File: src/rtl/skct_pkg.sv
// skct_pkg: shared types, constants and saturating arithmetic for the
// sorted keyed counter table. Depends on nothing.
`timescale 1ns / 1ps

package skct_pkg;

	// table geometry
	localparam int CAPACITY = 16;
	localparam int CNT_W    = $clog2(CAPACITY + 1);
	localparam int KEY_W    = 16;
	localparam int VAL_W    = 32;

	localparam logic signed [VAL_W-1:0] VAL_MAX = {1'b0, {(VAL_W-1){1'b1}}};
	localparam logic signed [VAL_W-1:0] VAL_MIN = {1'b1, {(VAL_W-1){1'b0}}};

	// request opcodes
	typedef enum logic [1:0] {
		OP_INC = 2'd0,
		OP_DEC = 2'd1,
		OP_SET = 2'd2,
		OP_GET = 2'd3
	} op_t;

	// control broadcast from the top level to every cell
	typedef struct packed {
		logic                    cap;       // request accepted: register compare
		logic                    ins;       // insert: shift up and write new entry
		logic                    upd;       // rewrite the value of the matching cell
		logic [KEY_W-1:0]        look_key;  // key of the incoming request
		logic [KEY_W-1:0]        new_key;
		logic signed [VAL_W-1:0] new_value;
	} cell_ctl_t;

	// signed add with saturation at the 32-bit limits
	function automatic logic signed [VAL_W-1:0] sat_add(
		input logic signed [VAL_W-1:0] a,
		input logic signed [VAL_W-1:0] b
	);
		logic signed [VAL_W:0] s;
		s = {a[VAL_W-1], a} + {b[VAL_W-1], b};
		if (s[VAL_W] != s[VAL_W-1]) begin
			return s[VAL_W] ? VAL_MIN : VAL_MAX;
		end
		return s[VAL_W-1:0];
	endfunction

	// signed subtract with saturation at the 32-bit limits
	function automatic logic signed [VAL_W-1:0] sat_sub(
		input logic signed [VAL_W-1:0] a,
		input logic signed [VAL_W-1:0] b
	);
		logic signed [VAL_W:0] s;
		s = {a[VAL_W-1], a} - {b[VAL_W-1], b};
		if (s[VAL_W] != s[VAL_W-1]) begin
			return s[VAL_W] ? VAL_MIN : VAL_MAX;
		end
		return s[VAL_W-1:0];
	endfunction

endpackage

File: src/rtl/skct_cell.sv
// skct_cell: one entry of the sorted table with its key compare and
// shift-up path from the lower neighbor. Depends on skct_pkg.
`timescale 1ns / 1ps

module skct_cell import skct_pkg::*; (
	input  logic                    clk,
	input  logic                    occ,        // entry lies below the fill count
	input  cell_ctl_t               ctl,
	input  logic [KEY_W-1:0]        prev_key,
	input  logic signed [VAL_W-1:0] prev_value,
	input  logic                    prev_ge,    // lower neighbor is at or above the key
	output logic [KEY_W-1:0]        key_q,
	output logic signed [VAL_W-1:0] value_q,
	output logic                    ge_s1,
	output logic                    eq_s1,
	output logic signed [VAL_W-1:0] hit_value
);

	logic ge_c;
	logic eq_c;

	// compare against the incoming key; empty slots count as above it
	assign ge_c      = !occ || (key_q >= ctl.look_key);
	assign eq_c      = occ && (key_q == ctl.look_key);
	assign hit_value = eq_c ? value_q : '0;

	// compare flags held for the update cycle
	always_ff @(posedge clk) begin
		if (ctl.cap) begin
			ge_s1 <= ge_c;
			eq_s1 <= eq_c;
		end
	end

	// entry storage: shift, insert or rewrite
	always_ff @(posedge clk) begin
		if (ctl.ins) begin
			if (prev_ge) begin
				key_q   <= prev_key;
				value_q <= prev_value;
			end else if (ge_s1) begin
				key_q   <= ctl.new_key;
				value_q <= ctl.new_value;
			end
		end else if (ctl.upd && eq_s1) begin
			value_q <= ctl.new_value;
		end
	end

endmodule

File: src/rtl/sorted_keyed_counter_table_top.sv
// sorted_keyed_counter_table_top: request handshake, fill count, update
// arithmetic and response register around a row of skct_cell entries.
// Depends on skct_pkg and skct_cell.
`timescale 1ns / 1ps

// The response is registered when the accepted request fires from the pending flag;
// a new request is taken only after the pending one has fired. The cell row compares
// all keys in the accept cycle and updates or shifts up when the request fires.
// The response register frees the request side while a response waits.
// Reset clears the fill count, the pending flag and the response valid;
// the entry storage has no reset and needs no clearing pass.

module sorted_keyed_counter_table_top import skct_pkg::*; (
	input  logic                    clk,
	input  logic                    arst_n,
	input  logic                    req_valid,
	output logic                    req_stall,
	input  logic [1:0]              opcode,
	input  logic [KEY_W-1:0]        key,
	input  logic signed [VAL_W-1:0] amount,
	output logic                    rsp_valid,
	input  logic                    rsp_stall,
	output logic signed [VAL_W-1:0] count_value,
	output logic                    key_found,
	output logic                    table_full
);

	logic                    acc;
	logic                    fire;
	logic                    pend_q;
	logic [CNT_W-1:0]        count_q;
	op_t                     op_s1;
	logic [KEY_W-1:0]        key_s1;
	logic signed [VAL_W-1:0] amount_s1;
	logic signed [VAL_W-1:0] hit_s1;
	logic signed [VAL_W-1:0] hit_c;
	cell_ctl_t               ctl;

	logic [KEY_W-1:0]        cell_key   [CAPACITY];
	logic signed [VAL_W-1:0] cell_value [CAPACITY];
	logic signed [VAL_W-1:0] cell_hit   [CAPACITY];
	logic [CAPACITY-1:0]     cell_ge;
	logic [CAPACITY-1:0]     cell_eq;

	logic                    found;
	logic                    want_ins;
	logic                    is_full;
	logic                    do_ins;
	logic signed [VAL_W-1:0] dec_v;
	logic signed [VAL_W-1:0] new_v;
	logic signed [VAL_W-1:0] result;

	// handshake
	assign req_stall = pend_q;
	assign acc       = req_valid && !pend_q;
	assign fire      = pend_q && (!rsp_valid || !rsp_stall);

	// row of cells
	for (genvar i = 0; i < CAPACITY; i++) begin : g_cell
		logic [KEY_W-1:0]        pk;
		logic signed [VAL_W-1:0] pv;
		logic                    pg;
		if (i == 0) begin : g_first
			assign pk = '0;
			assign pv = '0;
			assign pg = 1'b0;
		end else begin : g_next
			assign pk = cell_key[i-1];
			assign pv = cell_value[i-1];
			assign pg = cell_ge[i-1];
		end
		skct_cell u_cell (
			.clk        (clk),
			.occ        (CNT_W'(i) < count_q),
			.ctl        (ctl),
			.prev_key   (pk),
			.prev_value (pv),
			.prev_ge    (pg),
			.key_q      (cell_key[i]),
			.value_q    (cell_value[i]),
			.ge_s1      (cell_ge[i]),
			.eq_s1      (cell_eq[i]),
			.hit_value  (cell_hit[i])
		);
	end

	// value of the matching entry, at most one cell matches
	always_comb begin
		hit_c = '0;
		for (int i = 0; i < CAPACITY; i++) begin
			hit_c = hit_c | cell_hit[i];
		end
	end

	// request registers for the update cycle
	always_ff @(posedge clk) begin
		if (acc) begin
			op_s1     <= op_t'(opcode);
			key_s1    <= key;
			amount_s1 <= amount;
			hit_s1    <= hit_c;
		end
	end

	// update arithmetic and insert decision
	always_comb begin
		found    = |cell_eq;
		want_ins = !found && (op_s1 == OP_INC || op_s1 == OP_SET);
		is_full  = want_ins && (count_q == CNT_W'(CAPACITY));
		do_ins   = want_ins && !is_full;
		dec_v    = sat_sub(hit_s1, amount_s1);
		unique case (op_s1)
			OP_INC:  new_v = sat_add(hit_s1, amount_s1);
			OP_DEC:  new_v = dec_v[VAL_W-1] ? '0 : dec_v;
			OP_SET:  new_v = amount_s1;
			default: new_v = hit_s1;
		endcase
		if (found) begin
			result = new_v;
		end else if (do_ins) begin
			result = amount_s1;
		end else begin
			result = '0;
		end
	end

	// broadcast to the cells
	always_comb begin
		ctl.cap       = acc;
		ctl.ins       = fire && do_ins;
		ctl.upd       = fire && found;
		ctl.look_key  = key;
		ctl.new_key   = key_s1;
		ctl.new_value = result;
	end

	// control state
	always_ff @(posedge clk or negedge arst_n) begin
		if (!arst_n) begin
			pend_q    <= 1'b0;
			count_q   <= '0;
			rsp_valid <= 1'b0;
		end else begin
			if (acc) begin
				pend_q <= 1'b1;
			end else if (fire) begin
				pend_q <= 1'b0;
			end
			if (fire && do_ins) begin
				count_q <= count_q + CNT_W'(1);
			end
			if (fire) begin
				rsp_valid <= 1'b1;
			end else if (!rsp_stall) begin
				rsp_valid <= 1'b0;
			end
		end
	end

	// response payload
	always_ff @(posedge clk) begin
		if (fire) begin
			count_value <= result;
			key_found   <= found;
			table_full  <= is_full;
		end
	end

endmodule

File: config.mk
export PLATFORM = sky130hd
export DESIGN_NAME = sorted_keyed_counter_table_top
export DESIGN_NICKNAME = d
export VERILOG_FILES = /design/src/rtl/skct_pkg.sv /design/src/rtl/skct_cell.sv /design/src/rtl/sorted_keyed_counter_table_top.sv
export SDC_FILE = /design/constraint.sdc
export NUM_CORES = 2
export LEC_CHECK = 0
export BUFFER_PORTS_ARGS = -buffer_cell sky130_fd_sc_hd__clkbuf_2
export CAP_MARGIN = 10
export CORE_UTILIZATION = 50
export DETAILED_ROUTE_END_ITERATION = 6
export PLACE_DENSITY = 0.74
export SLEW_MARGIN = 20
export SYNTH_ARGS = -nofsm -noshare
export SYNTH_HDL_FRONTEND = slang
export SYNTH_SLANG_ARGS = --single-unit
File: constraint.sdc
create_clock -name clk -period 7.12 [get_ports clk]
set_clock_uncertainty 0.15 [all_clocks]
set_input_delay 0.356 -clock clk [delete_from_list [all_inputs] [get_ports clk]]
set_output_delay 0.356 -clock clk [all_outputs]
set_load 0.02 [all_outputs]
* Word-level counts from Yosys, hierarchy flattened
Index checks and enable logic that the tools add are counted. Widths: inputs -> output; s select.
Storage, ports and cells: output and inout port bits 36, input port bits 54, word-level logic and storage cells 432, register bits after elaboration 923
Cells by class: bitwise operators 15, add/subtract/negate cells 3, eq/ne operators 38, reductions and logical operators 144, multiplexer cells 126, magnitude comparators 32
Operators by type and width (count):
- $mux 32 | 87
- $mux 16 | 30
- $or 32x32->32 | 15
- $eq 16x16->1 | 16
- $ge 16x16->1 | 16
- $pmux 32 s3 | 1
- $reduce_and 2->1 | 32
- $reduce_bool 2->1 | 32
- $ne 3x1->1 const B | 15
- $lt 4x5->1 const A | 8
- $logic_and 1x1->1 | 39
- $add 32x32->33 | 1
- $sub 32x32->33 | 1
- $mux 31 | 1
- $logic_not 1->1 | 21
- $lt 3x5->1 const A | 4
- $logic_or 1x1->1 | 18
- $reduce_or 16->1 | 1
- $lt 1x5->1 const A | 2
- $lt 2x5->1 const A | 2
- $mux 1 | 7
- $add 5x1->5 const B | 1
- $eq 5x5->1 const B | 1
- $ne 2x1->1 const B | 2
- other kinds (4) | 5

* Depth between registers and ports, before layout
depth in word-level cells 18, depth in mapped cells 17, depth with buffers taken out 14

* By module
From an unflattened synthesis, not the netlist that was laid out.
Unflattened totals: cell total of the unflattened synthesis 4375, area, all modules 54290.8 µm²
By module, submodules not included:
- skct_cell | area each 2753.9 µm², cells each 200, sequential area each 1501.4 µm², instances 16
- sorted_keyed_counter_table_top | area each 10228.6 µm², cells each 1175, sequential area each 3658.5 µm², instances 1

* Least setup slack after synthesis
Ideal clock, no wire load.
path type reg-to-reg, start register pend_q, in the netlist req_stall, end register amount_s1[0] (enable), cell stages (with the launch flop) 2, period minus slack after synthesis 6250 ps, required time 6371 ps, library setup time 599 ps, arrival time 5501 ps, setup slack 870 ps, cell sequence dfrtp_1 > nor2b_1
Between the ends: longest elaborated chain between the ends 2
RTL lines:
- start, declared | RTL line sorted_keyed_counter_table_top.sv:30 | logic pend_q;
- start signal, assigned | RTL line sorted_keyed_counter_table_top.sv:140 | pend_q <= 1'b0;
- start signal, assigned | RTL line sorted_keyed_counter_table_top.sv:145 | pend_q <= 1'b1;
- start signal, assigned | RTL line sorted_keyed_counter_table_top.sv:147 | pend_q <= 1'b0;
- $logic_not 1->1 | RTL line sorted_keyed_counter_table_top.sv:55 | assign acc = req_valid && !pend_q;
- $logic_and 1x1->1 | RTL line sorted_keyed_counter_table_top.sv:55
- via acc | RTL line sorted_keyed_counter_table_top.sv:28 | logic acc;
- end signal, assigned | RTL line sorted_keyed_counter_table_top.sv:100 | amount_s1 <= amount;
- end, declared | RTL line sorted_keyed_counter_table_top.sv:34 | logic signed [VAL_W-1:0] amount_s1;
The timed path passes the listed nets, and every way through them passes these cells. A chain may end at the register's enable or synchronous reset.

* Worst setup path after layout
start register g_cell[1].u_cell.eq_s1, end register g_cell[1].u_cell.value_q[7] (enable)
Between the ends: longest elaborated chain between the ends 9
RTL lines:
- start, declared | RTL line skct_cell.sv:15 | output logic eq_s1,
- start signal, assigned | RTL line skct_cell.sv:31 | eq_s1 <= eq_c;
- $reduce_or 16->1 | RTL line sorted_keyed_counter_table_top.sv:107 | found = |cell_eq;
- $logic_not 1->1 | RTL line sorted_keyed_counter_table_top.sv:108 | want_ins = !found && (op_s1 == OP_INC || op_s1 == OP_SET);
- $logic_and 1x1->1 | RTL line sorted_keyed_counter_table_top.sv:108
- $logic_and 1x1->1 | RTL line sorted_keyed_counter_table_top.sv:109 | is_full = want_ins && (count_q == CNT_W'(CAPACITY));
- $logic_not 1->1 | RTL line sorted_keyed_counter_table_top.sv:110 | do_ins = want_ins && !is_full;
- $logic_and 1x1->1 | RTL line sorted_keyed_counter_table_top.sv:110
- $logic_and 1x1->1 | RTL line sorted_keyed_counter_table_top.sv:130 | ctl.ins = fire && do_ins;
- $ne 3x1->1 (no source line) or $reduce_bool 2->1 (tied branches)
- $reduce_and 2->1 (no source line) *
- end signal, assigned | RTL line skct_cell.sv:40 | value_q <= prev_value;
- end signal, assigned | RTL line skct_cell.sv:43 | value_q <= ctl.new_value;
- end signal, assigned | RTL line skct_cell.sv:46 | value_q <= ctl.new_value;
- end, declared | RTL line skct_cell.sv:13 | output logic signed [VAL_W-1:0] value_q,
Mark *: on every way between the ends. The rest lies on a longest branch, timed or not.

==> impl_summary.txt <==
----------------------------------------------------
[GRT]
  Pin count of the biggest net entering global routing ... 67
  Vias in the first global route ... ~37,000
  Global routing usage summed across all routing layers ... 32.3%
  Antenna violations before repair ... 4
  Remaining Overflow, GRT ... 0
  Global-route wire length before repair ... approximately 250,000 um

[CTS]
  Post-CTS resize count ... 0
  CTS H-tree lvls ... 3
  Clock root buffer ... clkbuf_16
  Number of buffers on the longest clock path ... 3
  Clock tree from TritonCTS ... built
  Worst skew pair latency ... ~0.71 ns
  Clock input transition at the sequential cells of the worst setup and hold paths ... approximately 0.06 ns
  Number of clock sinks ... 923
  CTS Buf Count ... 97

[Placement]
  Instance count after placement with tap cells included ... 5,528
  Placed wire-length estimate ... about 120,000 um
  Post-place instance area ... slightly above 50,000 um^2
  Final RePlAce weighted congestion ... 0.992
  Number of port buffers ... 89

[Cells and area]
  Combined flip-flop and latch cell area ... 27,700 um^2
  Commonest cells after routing, fill and taps aside ... 916 x edfxtp_1, 422 x nor2_1, 322 x ha_1
  Area used by multi-input combinational logic ... ~21,000 um^2
  Most common library cell in the layout ignoring fill and taps ... edfxtp_1
  Fin nets ... roughly 4,800
  Fraction of the core area covered by cells at the end of the flow ... a little under three fifths
  Fraction of final layout cells sized beyond drive strength 1 ... about 15%
  Diode insertion count for antenna repair ... 0
  Post-layout instance count excluding filler cells ... ~5,800
  Cell area after layout ... approximately 56,000 um^2
  Area added between synthesis and finish ... 10.2%
  Number of inserted filler cells in the final layout ... around 8,200

[Floorplanning]
  Io pins ... 90
  Die width ... roughly 320 um
  Starting utilization of the core area ... roughly half
  Die boundary height ... 320 um
  Core region area ... 100,000 um^2
  Site Rows ... roughly 120
  Die outline area ... ~100,000 um^2

[Setup path]
  Category of the critical setup timing path ... flop to flop
  CP Capture Type ... flop
  Data required time of the worst path ... about 7.3 ns
  Crit Path Max Fanout ... between 40 and 50
  CP Data Arrival Time ... 5.87 ns
  Register-to-register setup slack ... 1.39 ns
  CP startpoint kind ... flop

[Timing]
  Upper clock frequency limit ... 175 MHz
  Sum Neg Setup Slack ... 0 ns
  Setup repair after global routing missed its margin ... no
  Minimum clock period after layout ... about 5.7 ns
  Worst slew margin ... between 10% and 20%
  Pins over their slew limit ... 0
  Worst-margin pin slew ... around 1.2 ns
  Final Hold Fails ... 0
  Tightest hold margin ... between 0.15 and 0.2 ns
  Period utilization ... approximately four fifths
  # setup viols final ... 0

[Synth]
  Yosys top cell area share ... between 50 and 60%
  Yosys reg bits ... 923
  Avg Inst Size Synth ... between 10 and 15 um^2
  Unique masters post-synth ... 94
  Multiplexer area fraction after synthesis ... between 5 and 6%
  Cell count after synthesis ... between 4,000 and 5,000
  Synth Area in Simple Gates ... under 10%
  Number of flops mapped to enable cells by yosys ... ~900
  Warning count from the yosys run ... 0
  XOR/XNOR Fraction of Synth Area ... less than 1%
  Dominant combinational cell family by area after synthesis ... compound AO/OA/AOI/OAI gates
  Ys flop type ... edfxtp_1
  Net count after synthesis ... roughly 4,800
  Leading area contributor after synthesis ... edfxtp_1
  Cell area after synthesis ... around 50,000 um^2
  Synth Area in Adders ... approximately 8.1%
  Sequential-to-total area share from yosys stat ... a little over half
  Cell types with the largest area share after synthesis ... edfxtp_1 55%, ha_1 8.0%, mux2_2 5.4%, a31oi_1 3.4%, nor2_1 3.2%
  Async set or reset register ratio after synthesis ... 0.758%
  Complex-gate fraction of the synthesized area ... approximately 17%

[Run]
  MaxCap Viol Count ... 0

[Detailed routing]
  Post-detailed-route DRC marker count ... 26
  First drt pass iteration count ... 7
  Routed wire length ... roughly 170,000 um
  Antenna-violating nets left ... 0
  Detail-routed net length per standard cell ... ~30 um
  Ratio of routed vias to standard cells ... 6.86
  Routed via count ... between 30,000 and 40,000
  Detailed router's first-iteration violation count ... between 6,000 and 7,000

[Power]
  Power density normalized to cell area ... approximately 320 nW/um^2
  Leakage Power ... 20.5 nW
  Largest voltage drop on the vdd net ... between 200 and 250 uV

[Worst hold path]
  Min-Delay Path Class ... primary input to flop

[Run status]
  Violated checks ... DRC
  Result of the run ... complete, but fails checks

----------------------------------------------------
==> where the power goes <==
part,internal [mW],total (mW),switching (mW)
logic,1.30,4.30,3.01
registers,7.49,8.25,0.757
clock network,2.90,5.11,2.22
total,11.7,17.7,5.98
==> final cells by class <==
type	instances	area share, %
Clock buffer	121	4.65
Clock inverter	57	0.968
Inverter	121	0.817
Multi-Input combinational cell	3022	38.0
Sequential cell	923	49.8
Tap cell	1298	2.92
Timing Repair Buffer	218	2.81
==> routing by layer <==
layer | vias up | track usage (%) | part of all wire [%]
met2 | 2885 | 47.7 | 43
met5 | - | 0 | 0.045
met1 | 19300 | 44.8 | 39
met4 | 10 | 10.8 | 3.6
li1 | 16900 | - | -
met3 | 419 | 10.4 | 14
==> worst max-delay path: stages, from the launching register on <==
cell and delay (ns):
edfxtp_1 0.43, nor4_1 0.79, and4_1 0.48, clkinv_1 0.13, or3_1 0.49, nor2_2 0.57, buf_4 0.31, nand2_2 0.06
buf_4 0.31, nand2_1 0.70, a21o_2 0.86
==> state kept, by name, indices dropped and copies added, names as in the netlist, 2 cells and up <==
signal	cells
key_s1	16
count_value	32
hit_s1	32
amount_s1	32
g_cell.u_cell.ge_s1	16
count_q	5
op_s1	2
g_cell.u_cell.value_q	512
g_cell.u_cell.key_q	256
g_cell.u_cell.eq_s1	16
==> cells by family after synthesis <==
logic type	count (synthesis)
AOI/OAI and AO/OA	1324
xor gates and xnor gates	56
adders and majority gates	324
buffers and inverters	443
DFF	923
muxes	244
and+or+nand+nor	1074
==> through the flow <==
step	total power, mW	setup WS, ns
2_1_floorplan	10.8	0.870
3_3_place_gp	12.3	1.69
3_5_place_dp	12.4	1.64
4_1_cts	17.5	1.64
5_1_grt	18.2	1.37
6_report	17.7	1.39
==> Yosys cell counts (32+ instances only) <==
master,instances
mux2_2,240
o21a_1,44
xnor2_1,51
a31oi_1,272
nor2b_1,59
edfxtp_1,916
a22o_1,32
nand2b_1,39
buf_1,34
a21oi_1,225
nand4_1,74
ha_1,322
clkbuf_1,225
o21ai_1,93
inv_1,114
o21ai_0,211
a211o_1,35
nand2_1,266
a22oi_1,138
nor2_1,424
buf_2,42
a21o_1,65
nand3_1,83
==> timing repair <==
item / CTS / global route
endpoints found under the setup margin: 0 / 0
setup buffers: 0 / 0
hold buffers: 53 / 0
endpoints found under the hold margin: 58 / 0
==> path summary, 6_finish.rpt <==
kind	startpoint	endpoint	depth (start not counted)
max	g_cell[1].u_cell.eq_s1	g_cell[1].u_cell.value_q[7]	10
min	key[0]	key_s1[0]	2
max reg2reg	g_cell[1].u_cell.eq_s1	g_cell[1].u_cell.value_q[7]	10
min reg2reg	rsp_valid	rsp_valid	2
max in group asynchronous	arst_n	count_q[0]	3
min in group asynchronous	arst_n	rsp_valid	3
No activity file was read; power rests on OpenSTA's default activity.
